[src/design/keyed_record_table_macros.svh]
// Assertion macros for the keyed record table top level.
`ifndef KEYED_RECORD_TABLE_MACROS_SVH
`define KEYED_RECORD_TABLE_MACROS_SVH

`ifndef NO_ASSERTIONS
// Same-cycle implication, checked on clk_i, idle while rst_ni is low.
`define KRT_ASSERT_IMP(name, ante, cons) \
  name: assert property (@(posedge clk_i) disable iff (!rst_ni) (ante) |-> (cons)) \
    else $error("keyed_record_table: check failed");
// Next-cycle implication, checked on clk_i, idle while rst_ni is low.
`define KRT_ASSERT_NXT(name, ante, cons) \
  name: assert property (@(posedge clk_i) disable iff (!rst_ni) (ante) |=> (cons)) \
    else $error("keyed_record_table: check failed");
`else
`define KRT_ASSERT_IMP(name, ante, cons)
`define KRT_ASSERT_NXT(name, ante, cons)
`endif

`endif

[src/design/krt_pkg.sv]
// Shared types and constants of the keyed record table.
`default_nettype none

package krt_pkg;

  localparam int unsigned ENTRIES    = 16;
  localparam int unsigned NAME_BYTES = 8;

  localparam int unsigned IDX_W  = (ENTRIES > 1) ? $clog2(ENTRIES) : 1;
  localparam int unsigned KEY_W  = 16;
  localparam int unsigned NAME_W = 64;
  localparam int unsigned PRIO_W = 8;

  // Request queue between front and back
  localparam int unsigned QDEPTH = 2;
  localparam int unsigned QPTR_W = 1;
  localparam int unsigned QCNT_W = 2;

  localparam int unsigned IN_DATA_W  = 88;
  localparam int unsigned OUT_DATA_W = 80;

  typedef enum logic [1:0] {
    KIND_INSERT = 2'd0,
    KIND_LOOKUP = 2'd1,
    KIND_DELETE = 2'd2,
    KIND_CHANGE = 2'd3
  } kind_e;

  typedef enum logic [1:0] {
    STAT_DONE      = 2'd0,
    STAT_NOT_FOUND = 2'd1,
    STAT_DUP       = 2'd2,
    STAT_FULL      = 2'd3
  } status_e;

  typedef enum logic [1:0] {
    BK_IDLE,
    BK_SCAN,
    BK_DRAIN,
    BK_RESP
  } back_state_e;

  typedef struct packed {
    logic [KEY_W-1:0]  key;
    logic [NAME_W-1:0] name;
    logic [PRIO_W-1:0] prio;
  } rec_t;

  localparam int unsigned REC_W = $bits(rec_t);

  typedef struct packed {
    kind_e             kind;
    logic [KEY_W-1:0]  key_id;
    logic [NAME_W-1:0] name;
    logic [PRIO_W-1:0] prio;
  } req_t;

  typedef struct packed {
    status_e           status;
    logic              clash_id;
    logic              clash_name;
    logic              clash_priority;
    logic [NAME_W-1:0] found_name;
    logic [PRIO_W-1:0] found_priority;
  } resp_t;

endpackage

`default_nettype wire

[src/design/krt_ram.sv]
// Generic single-write, single-read RAM with registered read data.
`default_nettype none

module krt_ram #(
  parameter int unsigned WIDTH = 8,
  parameter int unsigned DEPTH = 16,
  localparam int unsigned AW   = (DEPTH > 1) ? $clog2(DEPTH) : 1
) (
  input  wire logic             clk_i,
  input  wire logic             we_i,
  input  wire logic [AW-1:0]    waddr_i,
  input  wire logic [WIDTH-1:0] wdata_i,
  input  wire logic             re_i,
  input  wire logic [AW-1:0]    raddr_i,
  output logic      [WIDTH-1:0] rdata_o
);

  logic [WIDTH-1:0] mem_q [DEPTH];
  logic [WIDTH-1:0] rdata_q;

  always_ff @(posedge clk_i) begin
    if (we_i) begin
      mem_q[waddr_i] <= wdata_i;
    end
    if (re_i) begin
      rdata_q <= mem_q[raddr_i];
    end
  end

  assign rdata_o = rdata_q;

endmodule

`default_nettype wire

[src/design/krt_front.sv]
// Front end: takes requests, normalizes the name and queues them for the back end.
`default_nettype none

module krt_front import krt_pkg::*; (
  input  wire logic                 clk_i,
  input  wire logic                 rst_ni,
  input  wire logic                 in_vld_i,
  output logic                      in_rdy_o,
  input  wire logic [1:0]           in_kind_i,
  input  wire logic [IN_DATA_W-1:0] in_data_i,
  output logic                      req_vld_o,
  input  wire logic                 req_rdy_i,
  output req_t                      req_o
);

  req_t              q_mem_q [QDEPTH];
  logic [QPTR_W-1:0] wr_ptr_q, wr_ptr_d;
  logic [QPTR_W-1:0] rd_ptr_q, rd_ptr_d;
  logic [QCNT_W-1:0] cnt_q, cnt_d;
  logic              push, pop;
  logic [NAME_W-1:0] raw_name, norm_name;
  logic              stop;
  req_t              req_in;

  // Keep bytes up to the first zero byte, clear the rest
  always_comb begin
    stop      = 1'b0;
    norm_name = '0;
    raw_name  = in_data_i[KEY_W +: NAME_W];
    for (int k = 0; k < NAME_BYTES; k++) begin
      if (raw_name[8*k +: 8] == 8'h00) begin
        stop = 1'b1;
      end
      if (!stop) begin
        norm_name[8*k +: 8] = raw_name[8*k +: 8];
      end
    end
  end

  always_comb begin
    req_in.kind   = kind_e'(in_kind_i);
    req_in.key_id = in_data_i[KEY_W-1:0];
    req_in.name   = norm_name;
    req_in.prio   = in_data_i[KEY_W+NAME_W +: PRIO_W];
  end

  assign in_rdy_o  = (cnt_q != QCNT_W'(QDEPTH));
  assign req_vld_o = (cnt_q != '0);
  assign req_o     = q_mem_q[rd_ptr_q];
  assign push      = in_vld_i && in_rdy_o;
  assign pop       = req_vld_o && req_rdy_i;

  always_comb begin
    wr_ptr_d = push ? wr_ptr_q + 1'b1 : wr_ptr_q;
    rd_ptr_d = pop ? rd_ptr_q + 1'b1 : rd_ptr_q;
    cnt_d    = cnt_q;
    if (push && !pop) begin
      cnt_d = cnt_q + 1'b1;
    end else if (pop && !push) begin
      cnt_d = cnt_q - 1'b1;
    end
  end

  always_ff @(posedge clk_i or negedge rst_ni) begin
    if (!rst_ni) begin
      wr_ptr_q <= '0;
      rd_ptr_q <= '0;
      cnt_q    <= '0;
    end else begin
      wr_ptr_q <= wr_ptr_d;
      rd_ptr_q <= rd_ptr_d;
      cnt_q    <= cnt_d;
    end
  end

  always_ff @(posedge clk_i) begin
    if (push) begin
      q_mem_q[wr_ptr_q] <= req_in;
    end
  end

endmodule

`default_nettype wire

[src/design/krt_back.sv]
// Back end: scans the record RAM one slot a cycle, applies the request, registers the response.
`default_nettype none

module krt_back import krt_pkg::*; (
  input  wire logic  clk_i,
  input  wire logic  rst_ni,
  input  wire logic  req_vld_i,
  output logic       req_rdy_o,
  input  req_t       req_i,
  output logic       out_vld_o,
  input  wire logic  out_rdy_i,
  output resp_t      out_resp_o
);

  back_state_e       state_q, state_d;
  req_t              req_q;
  logic [IDX_W-1:0]  cnt_q;
  logic              cmp_vld_q;
  logic [IDX_W-1:0]  cmp_idx_q;
  logic [ENTRIES-1:0] valid_q;
  logic              clash_id_q, clash_name_q, clash_prio_q;
  logic              hit_q, free_q;
  logic [IDX_W-1:0]  hit_idx_q, free_idx_q;
  rec_t              hit_rec_q;
  logic              out_vld_q;
  resp_t             out_q;

  logic              take, fire, last_issue;
  rec_t              rd_rec;
  logic              ram_re, ram_we;
  logic [IDX_W-1:0]  ram_waddr;
  rec_t              ram_wdata;
  resp_t             resp_d;
  logic              set_valid, clr_valid;
  logic [IDX_W-1:0]  valid_idx;

  assign req_rdy_o  = (state_q == BK_IDLE);
  assign take       = req_vld_i && req_rdy_o;
  assign fire       = (state_q == BK_RESP) && (!out_vld_q || out_rdy_i);
  assign last_issue = (cnt_q == IDX_W'(ENTRIES - 1));
  assign ram_re     = (state_q == BK_SCAN);

  krt_ram #(
    .WIDTH (REC_W),
    .DEPTH (ENTRIES)
  ) u_rec_ram (
    .clk_i   (clk_i),
    .we_i    (ram_we),
    .waddr_i (ram_waddr),
    .wdata_i (ram_wdata),
    .re_i    (ram_re),
    .raddr_i (cnt_q),
    .rdata_o (rd_rec)
  );

  always_comb begin
    state_d = state_q;
    case (state_q)
      BK_IDLE:  if (req_vld_i) state_d = BK_SCAN;
      BK_SCAN:  if (last_issue) state_d = BK_DRAIN;
      BK_DRAIN: state_d = BK_RESP;
      BK_RESP:  if (!out_vld_q || out_rdy_i) state_d = BK_IDLE;
      default:  state_d = BK_IDLE;
    endcase
  end

  // Response and table update for the finished scan
  always_comb begin
    resp_d                = '0;
    ram_we                = 1'b0;
    ram_waddr             = free_idx_q;
    ram_wdata             = '{key: req_q.key_id, name: req_q.name, prio: req_q.prio};
    set_valid             = 1'b0;
    clr_valid             = 1'b0;
    valid_idx             = hit_idx_q;
    resp_d.status         = STAT_DONE;
    case (req_q.kind)
      KIND_INSERT: begin
        if (clash_id_q || clash_name_q || clash_prio_q) begin
          resp_d.status         = STAT_DUP;
          resp_d.clash_id       = clash_id_q;
          resp_d.clash_name     = clash_name_q;
          resp_d.clash_priority = clash_prio_q;
        end else if (!free_q) begin
          resp_d.status = STAT_FULL;
        end else begin
          ram_we    = fire;
          set_valid = fire;
          valid_idx = free_idx_q;
        end
      end
      KIND_LOOKUP: begin
        if (!hit_q) begin
          resp_d.status = STAT_NOT_FOUND;
        end else begin
          resp_d.found_name     = hit_rec_q.name;
          resp_d.found_priority = hit_rec_q.prio;
        end
      end
      KIND_DELETE: begin
        if (!hit_q) begin
          resp_d.status = STAT_NOT_FOUND;
        end else begin
          clr_valid = fire;
        end
      end
      KIND_CHANGE: begin
        if (!hit_q) begin
          resp_d.status = STAT_NOT_FOUND;
        end else begin
          ram_we    = fire;
          ram_waddr = hit_idx_q;
          ram_wdata = '{key: hit_rec_q.key, name: hit_rec_q.name, prio: req_q.prio};
        end
      end
      default: resp_d.status = STAT_DONE;
    endcase
  end

  always_ff @(posedge clk_i or negedge rst_ni) begin
    if (!rst_ni) begin
      state_q      <= BK_IDLE;
      cnt_q        <= '0;
      cmp_vld_q    <= 1'b0;
      cmp_idx_q    <= '0;
      valid_q      <= '0;
      clash_id_q   <= 1'b0;
      clash_name_q <= 1'b0;
      clash_prio_q <= 1'b0;
      hit_q        <= 1'b0;
      hit_idx_q    <= '0;
      free_q       <= 1'b0;
      free_idx_q   <= '0;
      out_vld_q    <= 1'b0;
    end else begin
      state_q   <= state_d;
      cmp_vld_q <= (state_q == BK_SCAN);
      cmp_idx_q <= cnt_q;
      if (take) begin
        cnt_q        <= '0;
        clash_id_q   <= 1'b0;
        clash_name_q <= 1'b0;
        clash_prio_q <= 1'b0;
        hit_q        <= 1'b0;
        free_q       <= 1'b0;
      end else if (state_q == BK_SCAN) begin
        cnt_q <= cnt_q + 1'b1;
      end
      // Fold one returned slot into the running result
      if (cmp_vld_q) begin
        if (valid_q[cmp_idx_q]) begin
          if (rd_rec.key == req_q.key_id) begin
            clash_id_q <= 1'b1;
            if (!hit_q) begin
              hit_q     <= 1'b1;
              hit_idx_q <= cmp_idx_q;
            end
          end
          if (rd_rec.name == req_q.name) clash_name_q <= 1'b1;
          if (rd_rec.prio == req_q.prio) clash_prio_q <= 1'b1;
        end else if (!free_q) begin
          free_q     <= 1'b1;
          free_idx_q <= cmp_idx_q;
        end
      end
      if (set_valid) valid_q[valid_idx] <= 1'b1;
      if (clr_valid) valid_q[valid_idx] <= 1'b0;
      if (fire) begin
        out_vld_q <= 1'b1;
      end else if (out_rdy_i) begin
        out_vld_q <= 1'b0;
      end
    end
  end

  always_ff @(posedge clk_i) begin
    if (take) begin
      req_q <= req_i;
    end
    if (cmp_vld_q && valid_q[cmp_idx_q] && !hit_q && rd_rec.key == req_q.key_id) begin
      hit_rec_q <= rd_rec;
    end
    if (fire) begin
      out_q <= resp_d;
    end
  end

  assign out_vld_o  = out_vld_q;
  assign out_resp_o = out_q;

endmodule

`default_nettype wire

[src/design/keyed_record_table.sv]
// Each request passes the two-deep request queue; the back end then scans every slot of the
// record RAM, drains the last read and registers its response.
// The back end takes a new request only after the last one's response is registered; the scan of
// the record RAM through its single read port, one slot per cycle, sets the pace; the two-deep
// request queue and the response register let input and output stall independently.
// Reset: valid bits, request queue and response register are cleared; no clearing pass.
`default_nettype none
`include "keyed_record_table_macros.svh"

module keyed_record_table import krt_pkg::*; (
  input  wire logic                  clk_i,
  input  wire logic                  rst_ni,
  input  wire logic                  s_axis_tvalid,
  output logic                       s_axis_tready,
  // key_id[15:0], rec_name[79:16], rec_priority[87:80]
  input  wire logic [IN_DATA_W-1:0]  s_axis_tdata,
  // kind[1:0]
  input  wire logic [1:0]            s_axis_tuser,
  output logic                       m_axis_tvalid,
  input  wire logic                  m_axis_tready,
  // clash_id[0], clash_name[1], clash_priority[2], found_name[66:3],
  // found_priority[74:67], zero[79:75]
  output logic      [OUT_DATA_W-1:0] m_axis_tdata,
  // status[1:0]
  output logic      [1:0]            m_axis_tuser
);

  logic  req_vld, req_rdy;
  req_t  req;
  resp_t resp;

  krt_front u_front (
    .clk_i     (clk_i),
    .rst_ni    (rst_ni),
    .in_vld_i  (s_axis_tvalid),
    .in_rdy_o  (s_axis_tready),
    .in_kind_i (s_axis_tuser),
    .in_data_i (s_axis_tdata),
    .req_vld_o (req_vld),
    .req_rdy_i (req_rdy),
    .req_o     (req)
  );

  krt_back u_back (
    .clk_i      (clk_i),
    .rst_ni     (rst_ni),
    .req_vld_i  (req_vld),
    .req_rdy_o  (req_rdy),
    .req_i      (req),
    .out_vld_o  (m_axis_tvalid),
    .out_rdy_i  (m_axis_tready),
    .out_resp_o (resp)
  );

  assign m_axis_tuser = resp.status;
  assign m_axis_tdata = {5'b00000, resp.found_priority, resp.found_name,
                         resp.clash_priority, resp.clash_name, resp.clash_id};

  // Back end works on one request at a time
  `KRT_ASSERT_NXT(a_back_single, req_vld && req_rdy, !req_rdy)
  // A duplicate refusal names at least one clashing field
  `KRT_ASSERT_IMP(a_dup_flags, m_axis_tvalid && m_axis_tuser == STAT_DUP, m_axis_tdata[2:0] != 3'b000)
  // Clash flags appear only with a duplicate refusal
  `KRT_ASSERT_IMP(a_flags_dup, m_axis_tvalid && m_axis_tuser != STAT_DUP, m_axis_tdata[2:0] == 3'b000)
  // Found fields stay zero unless the request succeeded
  `KRT_ASSERT_IMP(a_found_zero, m_axis_tvalid && m_axis_tuser != STAT_DONE, m_axis_tdata[74:3] == '0)

endmodule

`default_nettype wire

[config.mk]
export PLATFORM = sky130hd
export DESIGN_NAME = keyed_record_table
export DESIGN_NICKNAME = d
export VERILOG_FILES = /design/src/design/krt_pkg.sv /design/src/design/krt_ram.sv /design/src/design/krt_front.sv /design/src/design/krt_back.sv /design/src/design/keyed_record_table.sv
export VERILOG_INCLUDE_DIRS = /design/src /design/src/design
export SDC_FILE = /design/constraint.sdc
export NUM_CORES = 2
export LEC_CHECK = 0
export BUFFER_PORTS_ARGS = -buffer_cell sky130_fd_sc_hd__buf_2
export CORE_MARGIN = 8
export CORE_UTILIZATION = 65
export CTS_BUF_LIST = sky130_fd_sc_hd__clkbuf_4
export CTS_CLUSTER_SIZE = 28
export DETAILED_ROUTE_END_ITERATION = 6
export PLACE_DENSITY = 0.91
export SLEW_MARGIN = 0
export SYNTH_ARGS = -nofsm -noshare
export SYNTH_HDL_FRONTEND = slang
export SYNTH_SLANG_ARGS = --single-unit
[constraint.sdc]
create_clock -name clk_i -period 9.3 [get_ports clk_i]
set_input_delay 0.93 -clock clk_i [delete_from_list [all_inputs] [get_ports clk_i]]
set_output_delay 0.93 -clock clk_i [all_outputs]
set_load 0.01 [all_outputs]
==> impl_metrics.yaml <==
run_status:
  status: "complete, but fails checks"
  violations: "DRC"
floorplanning:
  core_area_um2: 114000
  io_pins: 178
  initial_core_util_pct: 65.5
  rows: 124
  dieHeight_um: 355
  dieArea_um2: 126000
  die_x_um: 355
global_routing:
  grt_start_max_net_pins: 174
  antenna_found_initial: 25
  grt_pass1_vias: 43500
  grt_use_total_pct: 36.6
  overflow: 0
  grt_pass1_wl_mm: 325
power:
  ir_drop_v: 0.000219
  seqPwrFrac_pct: 50.2
  p_sw_uw: 7880
  p_per_area_nw_per_um2: 294
  clockPowerShare_pct: 28.7
  swShare_pct: 31.9
  combinationalPowerShare_pct: 21.1
  internal_power_uw: 16800
  p_leak_uw: 0.0277
clock_network:
  cts-htree-levels: 5
  clockRootBuffer: "clkbuf_4"
  post_cts_buffers: 0
  cts_hold_buf: 91
  clk_latency_ns: 1.39
  cts_tree: "yes"
  cts_resized: 0
  clk_pin_slew_ns: 0.07
  cts_buffers: 458
  cts_buffer_depth: 4
  cts.sinks: 1976
route:
  vias: 43300
  drc: 1
  avgViaCountPerCell: 7.41
  first_pass_iters: 7
  antenna_left: 0
  drtIter0Drc: 8444
  wl_mm: 235
  routedWlPerCell_um: 40.1
critical_path:
  rr_worst_depth: 8
  r2r_slack_ns: 3.65
  worstPathRequired_ns: 10.21
  crit_type: "reg -> reg"
  start_kind: "flop"
  cpMostUsedCell: "buf_4"
  r2r_start: "u_back.hit_q"
  max_stage_delay_ns: 0.86
  crit_slowest_cell: "nor2_4"
  cp-end-kind: "flop"
  reg2reg_to: "u_back.u_rec_ram.mem_q[9][13]"
  worstPathArrival_ns: 6.56
  path_cells: "buf_4 > nand2_4 > mux2i_1 > nor3_1 > o21ai_1 > nor2_4 > buf_4 > buf_4"
  path_max_fanout: 78
logic_synthesis:
  yosysUniqueCellTypes: 51
  async_flop_share_pct: 2.28
  synth_area_um2: 74900
  avgSynthCellArea_um2: 22.1
  netlist_instances: 3381
  synth_edf_count: 1931
  synth_warnings: 0
  seq_area_frac_synth_pct: 79.0
  ys_seq_elements: 1976
  synth_top_flop_cell: "edfxtp_1"
timing:
  period_share_pct: 60.7
  drv_slew: 0
  worst_pin_slew_ns: 1.38
  rsz0062_at_grt: "no"
  hold_viol_final: 0
  period_minus_slack_ns: 5.65
  relSlewSlack_pct: 7.41
  max_freq_mhz: 177
  fin_hold_ws_ns: 0.173
  fin_setup_tns_ns: 0
  setup_viol: 0
  finalClockSkew_ns: 0.112
place:
  portBuffers: 172
  hpwl_mm: 118
  gp_congestion: 0.854
cells_and_area:
  finalNetCount: 4105
  drive_gt1_share_pct: 34.2
  seq_area_um2: 59100
  multiInputGateArea_um2: 15100
  area_growth_pct: 12.3
  n_fill_cell: 5452
worst_hold_path:
  hp-class: "in -> reg"
  min_to: "u_front.q_mem_q[0][18]"
  hold_start: "s_axis_tdata[26]"
  hold_path_depth: 2
run:
  cap_violations: 0
==> worst max path at each step <==
| stage | endpoint | startpoint | cells past startpoint | slack, ns |
|---|---|---|---|---|
| floorplan | u_back.hit_rec_q[0] | u_back.cmp_idx_q[0] | 6 | 1.40 |
| finish | u_back.u_rec_ram.mem_q[9][13] | u_back.hit_q | 8 | 3.65 |
| detailed placement | u_back.u_rec_ram.mem_q[9][20] | u_back.hit_q | 8 | 4.20 |
| global placement | u_back.u_rec_ram.mem_q[2][11] | m_axis_tready | 8 | 4.49 |
| global route | u_back.u_rec_ram.mem_q[9][13] | u_back.hit_q | 8 | 3.80 |
| CTS | u_back.u_rec_ram.mem_q[9][13] | u_back.hit_q | 8 | 4.01 |
==> cell usage in the layout, fill, tap and decap left out, types with 3 or more instances in the layout <==
cell / synthesis / layout
a21oi_1: 40 / 40
a22oi_1: 3 / 3
and2_1: 53 / 52
and3_1: 83 / 82
buf_12: 0 / 4
buf_2: 32 / 172
buf_4: 5 / 51
bufinv_16: 0 / 5
clkbuf_4: 0 / 663
clkinv_1: 0 / 101
clkinv_2: 0 / 6
conb_1: 1 / 5
dfrtp_1: 45 / 39
dfrtp_4: 0 / 5
diode_2: 0 / 16
dlygate4sd3_1: 0 / 91
edfxtp_1: 1931 / 1931
ha_1: 11 / 9
inv_1: 13 / 13
inv_2: 2 / 5
mux2_1: 8 / 8
mux2_2: 92 / 92
mux2i_1: 9 / 9
mux4_2: 442 / 442
nand2_1: 256 / 255
nand2b_1: 10 / 10
nand3_1: 7 / 7
nand4_1: 15 / 15
nor2_1: 33 / 16
nor2_4: 0 / 17
nor2b_1: 4 / 4
nor3_1: 8 / 7
nor4_1: 25 / 24
o21ai_0: 6 / 3
o21ai_1: 5 / 8
or4_1: 3 / 3
xnor2_1: 41 / 41
xor2_1: 49 / 49
==> cells in the mapped netlist (2+ instances only) <==
master / instances / area share [%]
mux4_2: 442 / 13
nand3_1: 7 / 0.047
or4_1: 3 / 0.030
mux2_1: 8 / 0.12
edfxtp_1: 1931 / 77
nand4_1: 15 / 0.13
clkbuf_1: 113 / 0.57
buf_4: 5 / 0.050
inv_1: 13 / 0.065
nor2b_1: 4 / 0.033
buf_1: 4 / 0.020
a22oi_1: 3 / 0.030
nor4_1: 25 / 0.21
o21ai_1: 5 / 0.033
nor3_1: 8 / 0.053
buf_6: 9 / 0.14
nand2b_1: 10 / 0.084
dfrtp_1: 45 / 1.5
xor2_1: 49 / 0.57
o31ai_1: 2 / 0.020
o21ai_0: 6 / 0.040
mux2_2: 92 / 1.4
and2_1: 53 / 0.44
ha_1: 11 / 0.18
inv_2: 2 / 0.010
nand2_1: 256 / 1.3
buf_2: 32 / 0.21
xnor2_1: 41 / 0.48
mux2i_1: 9 / 0.12
and3_1: 83 / 0.69
a21oi_1: 40 / 0.27
or2_1: 2 / 0.017
nor2_1: 33 / 0.17
nand3b_1: 2 / 0.020
o22ai_1: 2 / 0.017
==> layer usage <==
layer | vias to the layer above | share of wire (%) | wire length, um | global-route usage, %
met5 | - | 0.062 | 145 | 0.115
met4 | 18 | 9.0 | 21100 | 23.9
met3 | 1404 | 16 | 36700 | 12.7
met2 | 5666 | 47 | 111000 | 58.3
met1 | 20900 | 28 | 66300 | 42.6
li1 | 15400 | - | - | -
==> worst max-delay path, delay by kind of cell, from the launching register on <==
family,cells,cell delay [ns]
DFF,1,0.36
and+or+nand+nor,3,1.84
muxes,1,0.28
AOI/OAI and AO/OA,1,0.43
buffers and inverters,3,2.19
==> final cells by class <==
type | count | area share (%)
timing repair buffer | 318 | 2.66
antenna | 16 | 0.0476
tap | 1512 | 2.25
clock buffer | 663 | 5.92
sequential | 1976 | 70.3
multi-input combinational | 1231 | 18.0
clock inverter | 119 | 0.706
inverter | 15 | 0.0729
==> state kept, by name (all words and copies together), names as in the netlist, 16 cells and up <==
register                  flops
u_back.valid_q               16
u_back.u_rec_ram.mem_q     1408
u_back.hit_rec_q             88
u_back.u_rec_ram.rdata_o     88
u_back.req_q                 90
u_back.out_resp_o            77
u_front.q_mem_q             180
==> cell families (layout without fill, tap and decap cells) <==
kind of cell	Yosys count	after routing	synth area share [%]
XOR/XNOR	90	90	1.05
AO/OA/AOI/OAI	68	68	0.547
buffers and inverters	178	1115	1.06
AND/OR/NAND/NOR	506	506	3.26
multiplexers	551	551	14.9
other	1	21	0.00501
adder cells (fa/ha/maj)	11	11	0.184
flip-flops	1976	1976	79.0
==> through the flow <==
step	cell area, um2	setup WS (ns)	power (uW)	instances	utilization (%)
2_1_floorplan	74900	1.40	15300	3385	-
3_3_place_gp	77500	4.49	16800	4961	67.8
3_5_place_dp	77500	4.20	17300	4961	67.8
4_1_cts	84000	4.01	24200	5834	73.5
5_1_grt	84000	3.80	25200	5842	73.5
6_report	84100	3.65	24700	5850	73.5
==> power by group through the flow <==
stage                     clock network (uW)  registers [uW]  logic [uW]
after floorplan                            0           12000        3260
after global placement                     0           12400        4430
after detailed placement                   0           12500        4810
after CTS                               6890           12300        4980
after global routing                    7460           12400        5300
final                                   7080           12400        5220
Power figures use the tool's default switching activity.
